--- config.mk ---
export PLATFORM = sky130hd
export DESIGN_NAME = wncc_front
export DESIGN_NICKNAME = d
export VERILOG_FILES = /design/src/rtl/core/wncc_pkg.sv /design/src/rtl/core/wncc_front.sv
export SDC_FILE = /design/constraint.sdc
export NUM_CORES = 2
export LEC_CHECK = 0
export ABC_AREA = 0
export BUFFER_PORTS_ARGS = -buffer_cell sky130_fd_sc_hd__buf_2
export CAP_MARGIN = 20
export CORE_UTILIZATION = 65
export DETAILED_ROUTE_END_ITERATION = 10
export PLACE_DENSITY_LB_ADDON = 0.15
export SKIP_LAST_GASP = 1
export SLEW_MARGIN = 5
export SYNTH_ARGS = -nofsm -noshare
export SYNTH_HDL_FRONTEND = slang
export SYNTH_SLANG_ARGS = --single-unit
--- constraint.sdc ---
create_clock -name clock -period 11.7 [get_ports clock]
set_input_delay 2.34 -clock clock [delete_from_list [all_inputs] [get_ports clock]]
set_output_delay 2.34 -clock clock [all_outputs]
set_load 0.01 [all_outputs]
--- src/rtl/core/wncc_pkg.sv ---
// Shared constants and types of the weighted normalized cross-correlation unit.
package wncc_pkg;

   localparam int MAG_BITS         = 20;
   localparam int WEIGHT_BITS      = 9;
   localparam int WEIGHT_FRAC_BITS = 8;
   localparam int MAX_ELEMENTS     = 1048576;
   localparam int CNT_BITS         = 21;
   localparam int SUM_BITS         = 40;
   localparam int SQ_BITS          = 60;
   localparam int PROD_BITS        = 2 * MAG_BITS;
   localparam int REQ_DATA_BITS    = 56;
   localparam int SCORE_BITS       = 16;

   localparam int LIMB_BITS      = 32;
   localparam int MUL_LIMBS      = 6;
   localparam int OPND_BITS      = MUL_LIMBS * LIMB_BITS;
   localparam int ACC_BITS       = 224;
   localparam int WIDE_BITS      = 96;
   localparam int LIMB_IDX_BITS  = 3;
   localparam int SHIFT_IDX_BITS = 4;

   typedef struct packed {
      logic [CNT_BITS-1:0] cnt;
      logic [SUM_BITS-1:0] sum_img;
      logic [SUM_BITS-1:0] sum_ref;
      logic [SQ_BITS-1:0]  sum_img_sq;
      logic [SQ_BITS-1:0]  sum_ref_sq;
      logic [SQ_BITS-1:0]  sum_cross;
   } sums_type;

   typedef struct packed {
      logic                     start;
      logic [LIMB_IDX_BITS-1:0] na;
      logic [LIMB_IDX_BITS-1:0] nb;
   } mul_cmd_type;

endpackage

--- src/rtl/core/wncc_front.sv ---
// Front end: weighting, products and running sums; pushes a snapshot per data set.
module wncc_front import wncc_pkg::*; (
   input  logic                     clock,
   input  logic                     reset,
   input  logic                     req_tvalid,
   output logic                     req_tready,
   input  logic [REQ_DATA_BITS-1:0] req_tdata,
   input  logic                     req_tlast,
   output logic                     q_push,
   output sums_type                 q_data,
   input  logic                     q_full
);

   localparam logic [WEIGHT_BITS-1:0] WEIGHT_ONE = WEIGHT_BITS'(1 << WEIGHT_FRAC_BITS);
   localparam int WPROD_BITS = MAG_BITS + WEIGHT_BITS;

   logic                   adv;
   logic [MAG_BITS-1:0]    img, refm;
   logic [WEIGHT_BITS-1:0] wraw, wc;
   logic [WPROD_BITS-1:0]  img_w, ref_w;

   logic                s1_valid_ff, s1_last_ff;
   logic [MAG_BITS-1:0] s1_wa_ff, s1_wb_ff;
   logic                s2_valid_ff, s2_last_ff;
   logic [MAG_BITS-1:0] s2_wa_ff, s2_wb_ff;
   logic [PROD_BITS-1:0] s2_aa_ff, s2_bb_ff, s2_ab_ff;

   sums_type acc_ff, acc_in;
   logic     go, en;

   assign adv        = !(s2_valid_ff && s2_last_ff && q_full);
   assign req_tready = adv;

   assign img  = req_tdata[MAG_BITS-1:0];
   assign refm = req_tdata[2*MAG_BITS-1:MAG_BITS];
   assign wraw = req_tdata[2*MAG_BITS +: WEIGHT_BITS];
   assign wc   = (wraw > WEIGHT_ONE) ? WEIGHT_ONE : wraw;

   assign img_w = WPROD_BITS'(img) * WPROD_BITS'(wc);
   assign ref_w = WPROD_BITS'(refm) * WPROD_BITS'(wc);

   assign go = adv && s2_valid_ff;
   assign en = acc_ff.cnt < CNT_BITS'(MAX_ELEMENTS);

   always_comb begin
      acc_in = acc_ff;
      if (en) begin
         acc_in.cnt        = acc_ff.cnt + 1'b1;
         acc_in.sum_img    = acc_ff.sum_img + SUM_BITS'(s2_wa_ff);
         acc_in.sum_ref    = acc_ff.sum_ref + SUM_BITS'(s2_wb_ff);
         acc_in.sum_img_sq = acc_ff.sum_img_sq + SQ_BITS'(s2_aa_ff);
         acc_in.sum_ref_sq = acc_ff.sum_ref_sq + SQ_BITS'(s2_bb_ff);
         acc_in.sum_cross  = acc_ff.sum_cross + SQ_BITS'(s2_ab_ff);
      end
   end

   assign q_push = go && s2_last_ff;
   assign q_data = acc_in;

   always_ff @(posedge clock) begin
      if (reset) begin
         s1_valid_ff <= 1'b0;
         s2_valid_ff <= 1'b0;
         acc_ff      <= '0;
      end else if (adv) begin
         s1_valid_ff <= req_tvalid;
         s2_valid_ff <= s1_valid_ff;
         if (s2_valid_ff) begin
            acc_ff <= s2_last_ff ? '0 : acc_in;
         end
      end
   end

   always_ff @(posedge clock) begin
      if (adv) begin
         s1_last_ff <= req_tlast;
         s1_wa_ff   <= img_w[WEIGHT_FRAC_BITS +: MAG_BITS];
         s1_wb_ff   <= ref_w[WEIGHT_FRAC_BITS +: MAG_BITS];
         s2_last_ff <= s1_last_ff;
         s2_wa_ff   <= s1_wa_ff;
         s2_wb_ff   <= s1_wb_ff;
         s2_aa_ff   <= PROD_BITS'(s1_wa_ff) * PROD_BITS'(s1_wa_ff);
         s2_bb_ff   <= PROD_BITS'(s1_wb_ff) * PROD_BITS'(s1_wb_ff);
         s2_ab_ff   <= PROD_BITS'(s1_wa_ff) * PROD_BITS'(s1_wb_ff);
      end
   end

endmodule

==> impl_metrics.csv <==
group,metric,value,unit
sta,setup-violations-final,0,
placed_design,dp_hpwl,153,mm
sta,timing.final.max_slew_violations,0,
clocking,tritoncts,"done",
cells_and_area,mostFrequentLayoutCells,"inv_1, nand2_1, fa_1",
clocking,clock_latency,0.71,ns
sta,hold_viol,0,
clocking,cts-root-buf,"clkbuf_16",
route,wirelength,200,mm
setup_path,reg2reg_depth,21,
setup_path,slowest_stage,"edfxtp_1",
setup_path,path_class,"reg -> reg",
global_route,grt_overflow_total,0,
synthesis,synth-edff-count,198,
setup_path,critPathMostFrequentCell,"fa_1",
clocking,cts.clk_slew.worst_paths,0.06,ns
hold_path,hold_depth,0,
route,drtIter0Drc,4506,
synthesis,syn-num-nets,10600,
cells_and_area,final_common_cell,"inv_1",
synthesis,ys_types,99,
floorplan,num_rows,124,
setup_path,r2r_start,"s1_wa_ff[6]",
setup_path,max_stage_delay,1.03,ns
global_route,grt_antenna_before_repair,7,
setup_path,crit_chain,"inv_1, ha_1, or2_2, fa_1, inv_1, fa_1, inv_1, fa_1, fa_1, fa_1, fa_1, ha_1, nand4_1, nor2_1, o2111ai_1, a2111oi_0, o21ai_0, o2bb2ai_1, o21ai_0, a21oi_1, xnor2_1",
cells_and_area,multiInputGateArea,57000,um2
synthesis,avgSynthCellArea,8.71,um2
sta,grt_setup_unrepaired,"no",
floorplan,die_x,343,um
placed_design,place_inst,10200,
setup_path,critPathLaunchType,"flip-flop",
global_route,grt_pass1_vias,61400,
setup_path,required,12.08,ns
sta,relSlewSlack,0.250,
setup_path,arrival,9.21,ns
sta,timing.fmax,0.113,GHz
route,via_per_inst,5.94,
run,drv_cap,0,
cells_and_area,n_fill_cell,9090,
sta,finalCriticalPeriod,8.83,ns
floorplan,die_y,343,um
floorplan,start_util,0.659,
floorplan,io_pins,344,
clocking,h-tree-depth,2,
synthesis,synth_area_leaders,"fa_1, ha_1, edfxtp_1",
synthesis,synth_seq_cells,481,
outcome,outcome,"finished, final reports clean",
synthesis,synth_ff_type,"dfxtp_1",
clocking,postCtsSetupRepairBufs,0,
clocking,clk_path_buf_depth,3,
clocking,cts_resized,0,
synthesis,yosys.area.top_type_share,0.299,
global_route,grt_usage,0.343,
synthesis,syn_inst,8686,
clocking,cts_inserted_buffers,56,
cells_and_area,final-seq-area,11600,um2
floorplan,fp.dieArea,118000,um2
clocking,clock_sinks,481,
synthesis,netlist_area,75700,um2
global_route,grt_pass1_wl,321,mm
route,wire_per_inst,19.5,um
hold_path,worstHoldStart,"s1_last_ff",
sta,tns,0,ns
sta,worst_pin_slew,1.13,ns
sta,clock_skew,0.0617,ns
setup_path,startpoint,"s1_wa_ff[6]",
route,ant_nets,0,
cells_and_area,drive_above_1_share,0.0678,
synthesis,yosysWarnings,0,
setup_path,cp_max_fo,20,
route,drc,0,
floorplan,core,115000,um2
sta,min_period_over_period,0.754,
synthesis,synthArstFlopShare,0,
global_route,grt_max_degree,198,
setup_path,cp-end-kind,"flip-flop",
cells_and_area,instances_no_fill,10300,
placed_design,finalWeightedCongestion,0.964,
route,firstDrtPassIters,6,
clocking,holdBufCountCts,0,
placed_design,port_buffers,336,
synthesis,synth_top_cell_by_area,"fa_1",
cells_and_area,area_growth,6.04,%
synthesis,yosysSeqAreaShare,0.153,
route,vias,61000,
cells_and_area,final_nets,10600,
hold_path,hold_class,"reg -> reg",
final timing paths:
check             slack [ns]            to
setup / recovery        2.87  s2_aa_ff[37]
hold / removal          0.44    s2_last_ff
setup reg to reg        2.87  s2_aa_ff[37]
hold reg to reg         0.44    s2_last_ff
stage by stage:
step	area, um2	setup WS (ns)	hold WS, ns	utilization
2_1_floorplan	75700	2.40	0.400	-
5_1_grt	80200	2.60	0.445	0.699
3_5_place_dp	78200	2.42	0.413	0.681
6_report	80200	2.87	0.436	0.699
3_3_place_gp	78200	2.59	0.420	0.681
4_1_cts	80200	3.10	0.440	0.699
synthesized netlist by cell type (all sizes together), types with 185 or more instances:
master	n
fa	1129
xnor2	277
inv	1443
ha	704
dfxtp	283
nor2	367
and2	442
o21ai	392
clkbuf	377
edfxtp	198
a21oi	358
nand2	1170
a21o	185
cell type report:
type,instances,area share
antenna,2,0.0000624
clock buffer,63,0.0178
clock inverter,43,0.00702
inverter,1449,0.0678
multi-input combinational,6320,0.711
sequential,481,0.145
tap,1512,0.0236
timing repair buffer,409,0.0280
per-layer routing:
metal / track usage / vias to the layer above / part of all wire
met4: 0.126 / 0 / 0.039
met2: 0.546 / 2487 / 0.45
met3: 0.0527 / 410 / 0.091
met1: 0.475 / 30100 / 0.42
li1: - / 28100 / -
met5: 0 / - / 0
state kept, by name, summed over array words and instances, names as in the netlist:
| name | cells |
|---|---|
| s1_wa_ff | 20 |
| s2_ab_ff | 40 |
| s2_last_ff | 1 |
| s2_aa_ff | 38 |
| s2_bb_ff | 38 |
| acc_ff | 281 |
| s1_valid_ff | 1 |
| s1_wb_ff | 20 |
| s2_wb_ff | 20 |
| s2_valid_ff | 1 |
| s1_last_ff | 1 |
| s2_wa_ff | 20 |
cell families (layout without fill, tap and decap cells):
logic type / after synthesis / in the layout / share of synthesized area
mux: 25 / 25 / 0.00359
xor+xnor: 436 / 436 / 0.0505
simple gates: 2545 / 2545 / 0.158
fa+ha+maj: 1833 / 1833 / 0.415
buf+inv: 1885 / 1964 / 0.0938
compound gates: 1481 / 1481 / 0.126
flops: 481 / 481 / 0.153
other cells: 0 / 2 / 0
critical path: cells and delay by family (launching register included):
family | cells | cell delay (ns)
buffers and inverters | 3 | 0.66
adder cells (fa/ha/maj) | 8 | 3.77
XOR/XNOR | 1 | 0.47
AND/OR/NAND/NOR | 3 | 0.63
flip-flops | 1 | 1.03
AO/OA/AOI/OAI | 6 | 1.99
Power is left out: the tool's default activity adds up to more than one toggle a clock period on the data nets, which glitch-free logic cannot reach.
