==> config.mk <==
export PLATFORM = sky130hd
export DESIGN_NAME = wncc_queue
export DESIGN_NICKNAME = d
export VERILOG_FILES = /design/src/rtl/core/wncc_pkg.sv /design/src/rtl/core/wncc_queue.sv
export SDC_FILE = /design/constraint.sdc
export NUM_CORES = 1
export LEC_CHECK = 0
export ABC_AREA = 1
export ABC_CLOCK_PERIOD_IN_PS = 12900
export BUFFER_PORTS_ARGS = -buffer_cell sky130_fd_sc_hd__buf_4
export CORE_ASPECT_RATIO = 1.4
export CORE_MARGIN = 2
export CORE_UTILIZATION = 38
export DETAILED_ROUTE_END_ITERATION = 10
export SLEW_MARGIN = 20
export SYNTH_ARGS = -nofsm -noshare
export SYNTH_HDL_FRONTEND = slang
export SYNTH_SLANG_ARGS = --single-unit
==> constraint.sdc <==
create_clock -name clock -period 12.9 [get_ports clock]
set_clock_uncertainty 0.15 [all_clocks]
set_input_delay 0.645 -clock clock [delete_from_list [all_inputs] [get_ports clock]]
set_output_delay 0.645 -clock clock [all_outputs]
set_load 0.05 [all_outputs]
==> src/rtl/core/wncc_pkg.sv <==
// Shared constants and types of the weighted normalized cross-correlation unit.
package wncc_pkg;

   localparam int MAG_BITS         = 20;
   localparam int WEIGHT_BITS      = 9;
   localparam int WEIGHT_FRAC_BITS = 8;
   localparam int MAX_ELEMENTS     = 1048576;
   localparam int CNT_BITS         = 21;
   localparam int SUM_BITS         = 40;
   localparam int SQ_BITS          = 60;
   localparam int PROD_BITS        = 2 * MAG_BITS;
   localparam int REQ_DATA_BITS    = 56;
   localparam int SCORE_BITS       = 16;

   localparam int LIMB_BITS      = 32;
   localparam int MUL_LIMBS      = 6;
   localparam int OPND_BITS      = MUL_LIMBS * LIMB_BITS;
   localparam int ACC_BITS       = 224;
   localparam int WIDE_BITS      = 96;
   localparam int LIMB_IDX_BITS  = 3;
   localparam int SHIFT_IDX_BITS = 4;

   typedef struct packed {
      logic [CNT_BITS-1:0] cnt;
      logic [SUM_BITS-1:0] sum_img;
      logic [SUM_BITS-1:0] sum_ref;
      logic [SQ_BITS-1:0]  sum_img_sq;
      logic [SQ_BITS-1:0]  sum_ref_sq;
      logic [SQ_BITS-1:0]  sum_cross;
   } sums_type;

   typedef struct packed {
      logic                     start;
      logic [LIMB_IDX_BITS-1:0] na;
      logic [LIMB_IDX_BITS-1:0] nb;
   } mul_cmd_type;

endpackage

==> src/rtl/core/wncc_queue.sv <==
// Two-entry queue of per-set sum snapshots between front and back end.
module wncc_queue import wncc_pkg::*; (
   input  logic     clock,
   input  logic     reset,
   input  logic     wr_en,
   input  sums_type wr_data,
   output logic     full,
   input  logic     rd_en,
   output sums_type rd_data,
   output logic     empty
);

   sums_type   mem_ff [2];
   logic       wp_ff, rp_ff;
   logic [1:0] cnt_ff;

   assign full    = cnt_ff == 2'd2;
   assign empty   = cnt_ff == 2'd0;
   assign rd_data = mem_ff[rp_ff];

   always_ff @(posedge clock) begin
      if (reset) begin
         wp_ff  <= 1'b0;
         rp_ff  <= 1'b0;
         cnt_ff <= 2'd0;
      end else begin
         if (wr_en) begin
            wp_ff <= ~wp_ff;
         end
         if (rd_en) begin
            rp_ff <= ~rp_ff;
         end
         if (wr_en && !rd_en) begin
            cnt_ff <= cnt_ff + 2'd1;
         end else if (rd_en && !wr_en) begin
            cnt_ff <= cnt_ff - 2'd1;
         end
      end
   end

   always_ff @(posedge clock) begin
      if (wr_en) begin
         mem_ff[wp_ff] <= wr_data;
      end
   end

endmodule

==> impl_metrics.prom, run 1 <==
# TYPE chip_impl_metric gauge
chip_impl_metric{name="setup_viol",unit=""} 0
chip_impl_info{name="grt_setup_unrepaired",value="no"} 1
chip_impl_metric{name="cp_max_fo",unit=""} 75
chip_impl_metric{name="tritoncts.num_buffers",unit=""} 54
chip_impl_metric{name="power.density",unit="nW/um^2"} 162.9
chip_impl_info{name="criticalPathCategory",value="flip-flop to primary output"} 1
chip_impl_metric{name="wirelength",unit="um"} 49200
chip_impl_metric{name="post-route-min-period",unit="ns"} 4.640
chip_impl_metric{name="port_buffers",unit=""} 567
chip_impl_metric{name="dp_slack",unit="ns"} 8.416
chip_impl_metric{name="arrival",unit="ns"} 3.84
chip_impl_metric{name="maxClockFrequency",unit="MHz"} 215.5
chip_impl_metric{name="fp.coreArea",unit="sq um"} 54210
chip_impl_metric{name="detailed_place_hpwl",unit="um"} 34630
chip_impl_info{name="tritoncts_clock_tree",value="built"} 1
chip_impl_metric{name="synth-warning-count",unit=""} 0
chip_impl_info{name="slowest_stage",value="sky130_fd_sc_hd__buf_4"} 1
chip_impl_metric{name="remaining_drc_errors",unit=""} 0
chip_impl_metric{name="post_cts_setup_repair_buffer_count",unit=""} 0
chip_impl_metric{name="hold_ws",unit="ns"} 0.09493
chip_impl_metric{name="max-cap-violations",unit=""} 0
chip_impl_metric{name="synth.avg_cell_area",unit="sq um"} 22.99
chip_impl_info{name="startpoint_class",value="flip-flop"} 1
chip_impl_info{name="cell_chain_of_the_critical_path",value="buf_4 > buf_4 > mux2_2 > buf_4"} 1
chip_impl_metric{name="final.setup.tns",unit="ns"} 0
chip_impl_metric{name="row_count",unit=""} 101
chip_impl_info{name="timing.hold.worst.class",value="input pin to flip-flop"} 1
chip_impl_metric{name="grt_antenna_before_repair",unit=""} 7
chip_impl_info{name="endpoint_kind",value="primary output"} 1
chip_impl_metric{name="floorplan.die_area",unit="sq um"} 56780
chip_impl_metric{name="gp_routability_congestion",unit=""} 0.8244
chip_impl_metric{name="clock_latency",unit="ns"} 0.57
chip_impl_metric{name="slew-limit-headroom",unit=""} 0.2835
chip_impl_metric{name="nets",unit=""} 1795
chip_impl_metric{name="dieWidth",unit="um"} 202.0
chip_impl_metric{name="area.growth.synth_to_final",unit="%"} 32.24
chip_impl_metric{name="cts_resized",unit=""} 0
chip_impl_metric{name="power_leakage",unit="nW"} 10.39
chip_impl_metric{name="synth.ff_latch_count",unit=""} 567
chip_impl_info{name="outcome",value="finished, final reports clean"} 1
chip_impl_metric{name="hold_violations",unit=""} 0
chip_impl_metric{name="detailroute.via_count",unit=""} 10657
chip_impl_metric{name="r2r_slack",unit="ns"} 8.88
chip_impl_metric{name="synth_seq_area_share",unit=""} 0.8142
chip_impl_metric{name="grt_use_total",unit=""} 0.1669
chip_impl_info{name="crit_family",value="buffers and inverters"} 1
chip_impl_metric{name="io_pins",unit=""} 568
chip_impl_metric{name="cts.hold.buffers_added",unit=""} 0
chip_impl_metric{name="grt_overflow_total",unit=""} 0
chip_impl_metric{name="detail_route.iter0.violations",unit=""} 410
chip_impl_metric{name="worst_setup_margin",unit="ns"} 8.260
chip_impl_metric{name="die_h",unit="um"} 281.2
chip_impl_metric{name="critPathRequiredTime",unit="ns"} 12.10
chip_impl_metric{name="grt_first_pass_wirelength",unit="um"} 70350
chip_impl_metric{name="tritoncts_num_sinks",unit=""} 567
chip_impl_metric{name="mappedNetlistArea",unit="sq um"} 20850
chip_impl_metric{name="period_utilization_post_route",unit=""} 0.3597
chip_impl_metric{name="initial_core_util",unit=""} 0.3846
chip_impl_metric{name="worst_slew_pin_slew",unit="ns"} 1.075
chip_impl_metric{name="num-fill-cells",unit=""} 4481
chip_impl_metric{name="drt-vias-per-instance",unit=""} 4.684
chip_impl_metric{name="synthesis.instances",unit=""} 907
chip_impl_info{name="clock-root-buffer",value="sky130_fd_sc_hd__clkbuf_16"} 1
chip_impl_metric{name="number_of_global_route_vias_before_repair",unit=""} 11474
chip_impl_metric{name="timing_max_transition_violations_final",unit=""} 0
chip_impl_metric{name="drt.antenna.violating_nets",unit=""} 0
chip_impl_metric{name="syn_nets",unit=""} 1193
chip_impl_info{name="critical_path.most_common_cell",value="sky130_fd_sc_hd__buf_4"} 1
chip_impl_metric{name="drt-wirelength-per-cell",unit="um"} 21.63
chip_impl_metric{name="ir_worst_vdd",unit="uV"} 134.0
chip_impl_metric{name="final_layout_size_suffix_gt1_frac",unit=""} 0.6030
chip_impl_metric{name="path_clk_slew",unit="ns"} 0.06
chip_impl_metric{name="timing.critical_path.buf_inv",unit=""} 3
chip_impl_metric{name="synth.lib_cells_used.distinct",unit=""} 17
chip_impl_metric{name="critical_path.max_stage_delay",unit="ns"} 0.85
chip_impl_metric{name="grt_start_max_net_pins",unit=""} 145
chip_impl_metric{name="cts.htree.levels",unit=""} 2
chip_impl_metric{name="buffers_from_clock_root_to_sink_at_most",unit=""} 3
chip_impl_metric{name="firstDrtPassIters",unit=""} 4
[synthesized netlist by cell type (all sizes together)]
cell type  number  area share
nand4           1     0.00030
inv             9      0.0016
o21ai           1     0.00024
nand3           1     0.00024
buf            31       0.012
dfxtp           5      0.0048
edfxtp        562        0.81
mux2          281        0.17
a21oi           1     0.00024
nor3            1     0.00024
ha              1     0.00060
xnor2           1     0.00042
nand2           5     0.00090
nor2            7      0.0013
[area by class of cell]
| type | count | area [sq um] | share of cell area |
|---|---|---|---|
| Multi-Input combinational cell | 300 | 3602 | 0.1306 |
| Clock buffer | 64 | 1410 | 0.05114 |
| Inverter | 9 | 46.29 | 0.001679 |
| Timing Repair Buffer | 577 | 4332 | 0.1571 |
| Clock inverter | 32 | 286.5 | 0.01039 |
| Antenna cell | 5 | 12.51 | 0.0004538 |
| Sequential cell | 567 | 16980 | 0.6159 |
| Tap cell | 721 | 902.1 | 0.03272 |
[where the power goes]
part           switching, W  total [W]  internal, W
Combinational      0.000513   0.000796     0.000283
Clock              0.000650    0.00153     0.000876
Sequential        0.0000304    0.00217      0.00214
[worst paths after layout]
kind,depth (start not counted),startpoint,endpoint
worst max-delay path,4,flip-flop,rd_data[115]
worst max register to register,4,wp_ff,mem_ff[0][218]
worst min-delay path,1,wr_data[40],mem_ff[1][40]
worst min register to register,2,rp_ff,rp_ff
[metal layers]
| metal | up-vias | track usage | part of all wire |
|---|---|---|---|
| met5 | - | 0 | 0 |
| met4 | 0 | 0.09012 | 0.051 |
| met3 | 121 | 0.06018 | 0.086 |
| met2 | 451 | 0.2918 | 0.52 |
| met1 | 5265 | 0.1748 | 0.35 |
| li1 | 4820 | - | - |
[flip-flops by register name, summed over array words and instances (netlist names), named ones only]
name / flops
rp_ff: 1
mem_ff: 562
wp_ff: 1
cnt_ff: 2
[cells by family after synthesis]
logic type | Yosys count | synth area share
XOR/XNOR | 1 | 0.0004201
AND/OR/NAND/NOR | 15 | 0.002941
buffers and inverters | 40 | 0.01338
flip-flops | 567 | 0.8142
AO/OA/AOI/OAI | 2 | 0.0004796
adder cells (fa/ha/maj) | 1 | 0.0006000
multiplexers | 281 | 0.1680
[per-stage QoR]
| step | instance area [sq um] | util | cells | power (W) |
|---|---|---|---|---|
| 2_1_floorplan | 20850 | - | 907 | 0.002759 |
| 3_3_place_gp | 25860 | 0.4770 | 2174 | 0.003004 |
| 3_5_place_dp | 25860 | 0.4770 | 2174 | 0.003012 |
| 4_1_cts | 27550 | 0.5083 | 2270 | 0.004548 |
| 5_1_grt | 27570 | 0.5086 | 2275 | 0.004641 |
| 6_report | 27570 | 0.5086 | 2275 | 0.004491 |
[placed cells by master (no fill, tap or decap), types with 2 or more instances in the layout]
cell                           n
sky130_fd_sc_hd__clkbuf_16    55
sky130_fd_sc_hd__bufinv_16     5
sky130_fd_sc_hd__nand2_1       5
sky130_fd_sc_hd__inv_1         8
sky130_fd_sc_hd__dfxtp_1       4
sky130_fd_sc_hd__clkbuf_1      9
sky130_fd_sc_hd__mux2_4       90
sky130_fd_sc_hd__diode_2       5
sky130_fd_sc_hd__mux2_2      191
sky130_fd_sc_hd__clkinv_2      8
sky130_fd_sc_hd__clkinvlp_4    2
sky130_fd_sc_hd__clkinv_1     14
sky130_fd_sc_hd__edfxtp_1    562
sky130_fd_sc_hd__nor2_1        6
sky130_fd_sc_hd__buf_4       577
No activity file was read; power rests on OpenSTA's default activity.
==> run 2, diff against run 1 <==
ABC_CLOCK_PERIOD_IN_PS = 4800   (was 12900)
clock period = 4.8 ns   (was 12.9 ns; I/O delays follow)
==> run 2 against run 1 <==
Effect of this change: cell count increased by 13%; combinational power increased to 3.0 times the previous value; power increased to 2.8 times the previous value; via count increased by 10%; routed wire length increased by 1.6%; global-route usage increased by 0.31 points; die area unchanged; register-to-register slack got worse by 6.3 ns; sequential share of layout area decreased by 6.2 points; critical path depth decreased by 1; setup slack got worse by 6.5 ns; clock-buffer cell count decreased by 4.
==> impl_metrics.prom, run 2 (synthesis results as in run 1) <==
# TYPE chip_impl_metric gauge
chip_impl_metric{name="clock_latency",unit="ns"} 0.58
chip_impl_info{name="layout_commonest_cell",value="sky130_fd_sc_hd__buf_4"} 1
chip_impl_metric{name="tritoncts_num_sinks",unit=""} 567
chip_impl_info{name="timing.hold.worst.class",value="input pin to flip-flop"} 1
chip_impl_metric{name="grt_antenna_before_repair",unit=""} 4
chip_impl_metric{name="detailroute.via_count",unit=""} 11753
chip_impl_info{name="clock-root-buffer",value="sky130_fd_sc_hd__clkbuf_16"} 1
chip_impl_info{name="outcome",value="finished, final reports clean"} 1
chip_impl_metric{name="maxClockFrequency",unit="MHz"} 331.3
chip_impl_metric{name="cts.hold.buffers_added",unit=""} 285
chip_impl_metric{name="grt_first_pass_wirelength",unit="um"} 73860
chip_impl_info{name="tritoncts_clock_tree",value="built"} 1
chip_impl_metric{name="final_layout_size_suffix_gt1_frac",unit=""} 0.5144
chip_impl_metric{name="grt_use_total",unit=""} 0.1700
chip_impl_metric{name="tritoncts.num_buffers",unit=""} 54
chip_impl_info{name="layout.cells.most_common_list",value="572 x sky130_fd_sc_hd__buf_4, 562 x sky130_fd_sc_hd__edfxtp_1, 285 x sky130_fd_sc_hd__dlygate4sd3_1"} 1
chip_impl_metric{name="critPathRequiredTime",unit="ns"} 4.41
chip_impl_metric{name="post_cts_setup_repair_buffer_count",unit=""} 0
chip_impl_metric{name="die_h",unit="um"} 281.2
chip_impl_metric{name="total_power",unit="W"} 0.01260
chip_impl_metric{name="largest_register_ff_count",unit=""} 562
chip_impl_info{name="timing.rr.end",value="mem_ff[1][207]"} 1
chip_impl_metric{name="floorplan.die_area",unit="sq um"} 56780
chip_impl_metric{name="remaining_drc_errors",unit=""} 0
chip_impl_info{name="largest_regs",value="mem_ff (562), cnt_ff (2)"} 1
chip_impl_info{name="criticalPathCategory",value="flip-flop to primary output"} 1
chip_impl_metric{name="wirelength",unit="um"} 50000
chip_impl_metric{name="dpl.cell_count",unit=""} 2175
chip_impl_metric{name="critical_path.max_stage_delay",unit="ns"} 0.83
chip_impl_metric{name="grt_start_max_net_pins",unit=""} 136
chip_impl_metric{name="initial_core_util",unit=""} 0.3846
chip_impl_info{name="worst_r2r_startpoint",value="wp_ff"} 1
chip_impl_metric{name="cts.htree.levels",unit=""} 2
chip_impl_metric{name="drt.antenna.violating_nets",unit=""} 0
chip_impl_metric{name="detail_route.iter0.violations",unit=""} 410
chip_impl_metric{name="setup_viol",unit=""} 0
chip_impl_metric{name="worst_slew_pin_slew",unit="ns"} 1.011
chip_impl_metric{name="detailed_place_hpwl",unit="um"} 33440
chip_impl_info{name="cell_chain_of_the_critical_path",value="buf_4 > mux2_2 > buf_4"} 1
chip_impl_info{name="slowest_stage",value="sky130_fd_sc_hd__dfxtp_4"} 1
chip_impl_metric{name="gp_routability_congestion",unit=""} 0.7777
chip_impl_metric{name="hold_violations",unit=""} 0
chip_impl_metric{name="path_clk_slew",unit="ns"} 0.06
chip_impl_info{name="min_delay_worst_endpoint",value="mem_ff[1][40]"} 1
chip_impl_info{name="startpoint_class",value="flip-flop"} 1
chip_impl_metric{name="slew-limit-headroom",unit=""} 0.3262
chip_impl_metric{name="cp_max_fo",unit=""} 49
chip_impl_metric{name="arrival",unit="ns"} 2.63
chip_impl_info{name="critical_path.most_common_cell",value="sky130_fd_sc_hd__buf_4"} 1
chip_impl_metric{name="power.density",unit="nW/um^2"} 410.9
chip_impl_metric{name="r2r_slack",unit="ns"} 2.57
chip_impl_metric{name="finish.cell_count_without_fillers",unit=""} 2563
chip_impl_metric{name="post-route-min-period",unit="ns"} 3.018
chip_impl_metric{name="nets",unit=""} 2081
chip_impl_metric{name="period_utilization_post_route",unit=""} 0.6288
chip_impl_metric{name="power_leakage",unit="nW"} 11.68
chip_impl_info{name="endpoint_kind",value="primary output"} 1
chip_impl_metric{name="timing.hold.worst_path_depth",unit=""} 2
chip_impl_info{name="grt_setup_unrepaired",value="no"} 1
chip_impl_metric{name="max-cap-violations",unit=""} 0
chip_impl_metric{name="worst_r2r_path_depth",unit=""} 3
chip_impl_metric{name="drt-vias-per-instance",unit=""} 4.586
chip_impl_metric{name="timing_max_transition_violations_final",unit=""} 0
chip_impl_metric{name="row_count",unit=""} 101
chip_impl_metric{name="number_of_global_route_vias_before_repair",unit=""} 12868
chip_impl_metric{name="buffers_from_clock_root_to_sink_at_most",unit=""} 3
chip_impl_metric{name="firstDrtPassIters",unit=""} 7
chip_impl_metric{name="ir_worst_vdd",unit="uV"} 372.4
chip_impl_metric{name="fp.coreArea",unit="sq um"} 54210
chip_impl_metric{name="io_pins",unit=""} 568
chip_impl_metric{name="dieWidth",unit="um"} 202.0
chip_impl_metric{name="grt_overflow_total",unit=""} 0
chip_impl_metric{name="area.growth.synth_to_final",unit="%"} 47.05
chip_impl_info{name="max_flop_register",value="mem_ff"} 1
chip_impl_metric{name="port_buffers",unit=""} 567
chip_impl_metric{name="drt-wirelength-per-cell",unit="um"} 19.51
chip_impl_metric{name="cts_resized",unit=""} 0
chip_impl_info{name="min-delay-start",value="wr_data[40]"} 1
[run 2: cell type report]
| type | instances | area, sq um |
|---|---|---|
| clock buffers | 60 | 1438 |
| diodes | 3 | 7.507 |
| well taps | 721 | 902.1 |
| inverters | 9 | 37.54 |
| multi-input cells | 300 | 3605 |
| clock inverters | 40 | 422.9 |
| flip-flops and latches | 567 | 16980 |
| repair buffers | 863 | 7267 |
| fillers | 4104 | 23550 |
[run 2: per-layer routing]
| metal | wire length [um] | track usage | vias up |
|---|---|---|---|
| met3 | 3856 | 0.05114 | 116 |
| met1 | 18180 | 0.1886 | 5781 |
| met4 | 1996 | 0.07391 | 0 |
| met5 | 0 | 0 | - |
| li1 | - | - | 5394 |
| met2 | 25960 | 0.3014 | 462 |
[run 2: how the worst max path moves through the flow]
stage          startpoint      endpoint  slack (ns)  cells past startpoint
4_1_cts         flip-flop   rd_data[59]        1.71                      3
2_1_floorplan       wp_ff  mem_ff[1][0]       -0.35                      2
6_report        flip-flop   rd_data[59]        1.78                      3
5_1_grt         flip-flop   rd_data[55]        1.64                      3
3_5_place_dp    flip-flop   rd_data[59]        2.38                      3
3_3_place_gp    flip-flop   rd_data[77]        2.42                      3
[run 2: where the power goes]
group	total, W	switching, W	leakage (nW)	internal [W]
logic	0.00237	0.00145	5.46	0.000919
clock network	0.00441	0.00178	0.901	0.00263
registers	0.00582	0.0000767	5.32	0.00574
total	0.0126	0.00331	11.7	0.00929
[run 2: through the flow]
step	util	hold slack, ns	instance area (sq um)	setup slack, ns	setup TNS, ns
5_1_grt	0.5656	0.1970	30660	1.644	0
6_report	0.5656	0.2181	30660	1.782	0
3_3_place_gp	0.4785	0.2747	25940	2.418	0
3_5_place_dp	0.4785	0.2775	25940	2.385	0
4_1_cts	0.5654	0.1716	30650	1.713	0
2_1_floorplan	-	0.1618	20870	-0.3545	-164.70
[run 2: critical path: cells and delay by family (launching register included)]
family	cells	cell delay [ns]
DFF	1	0.83
buffers and inverters	2	0.71
muxes	1	0.41
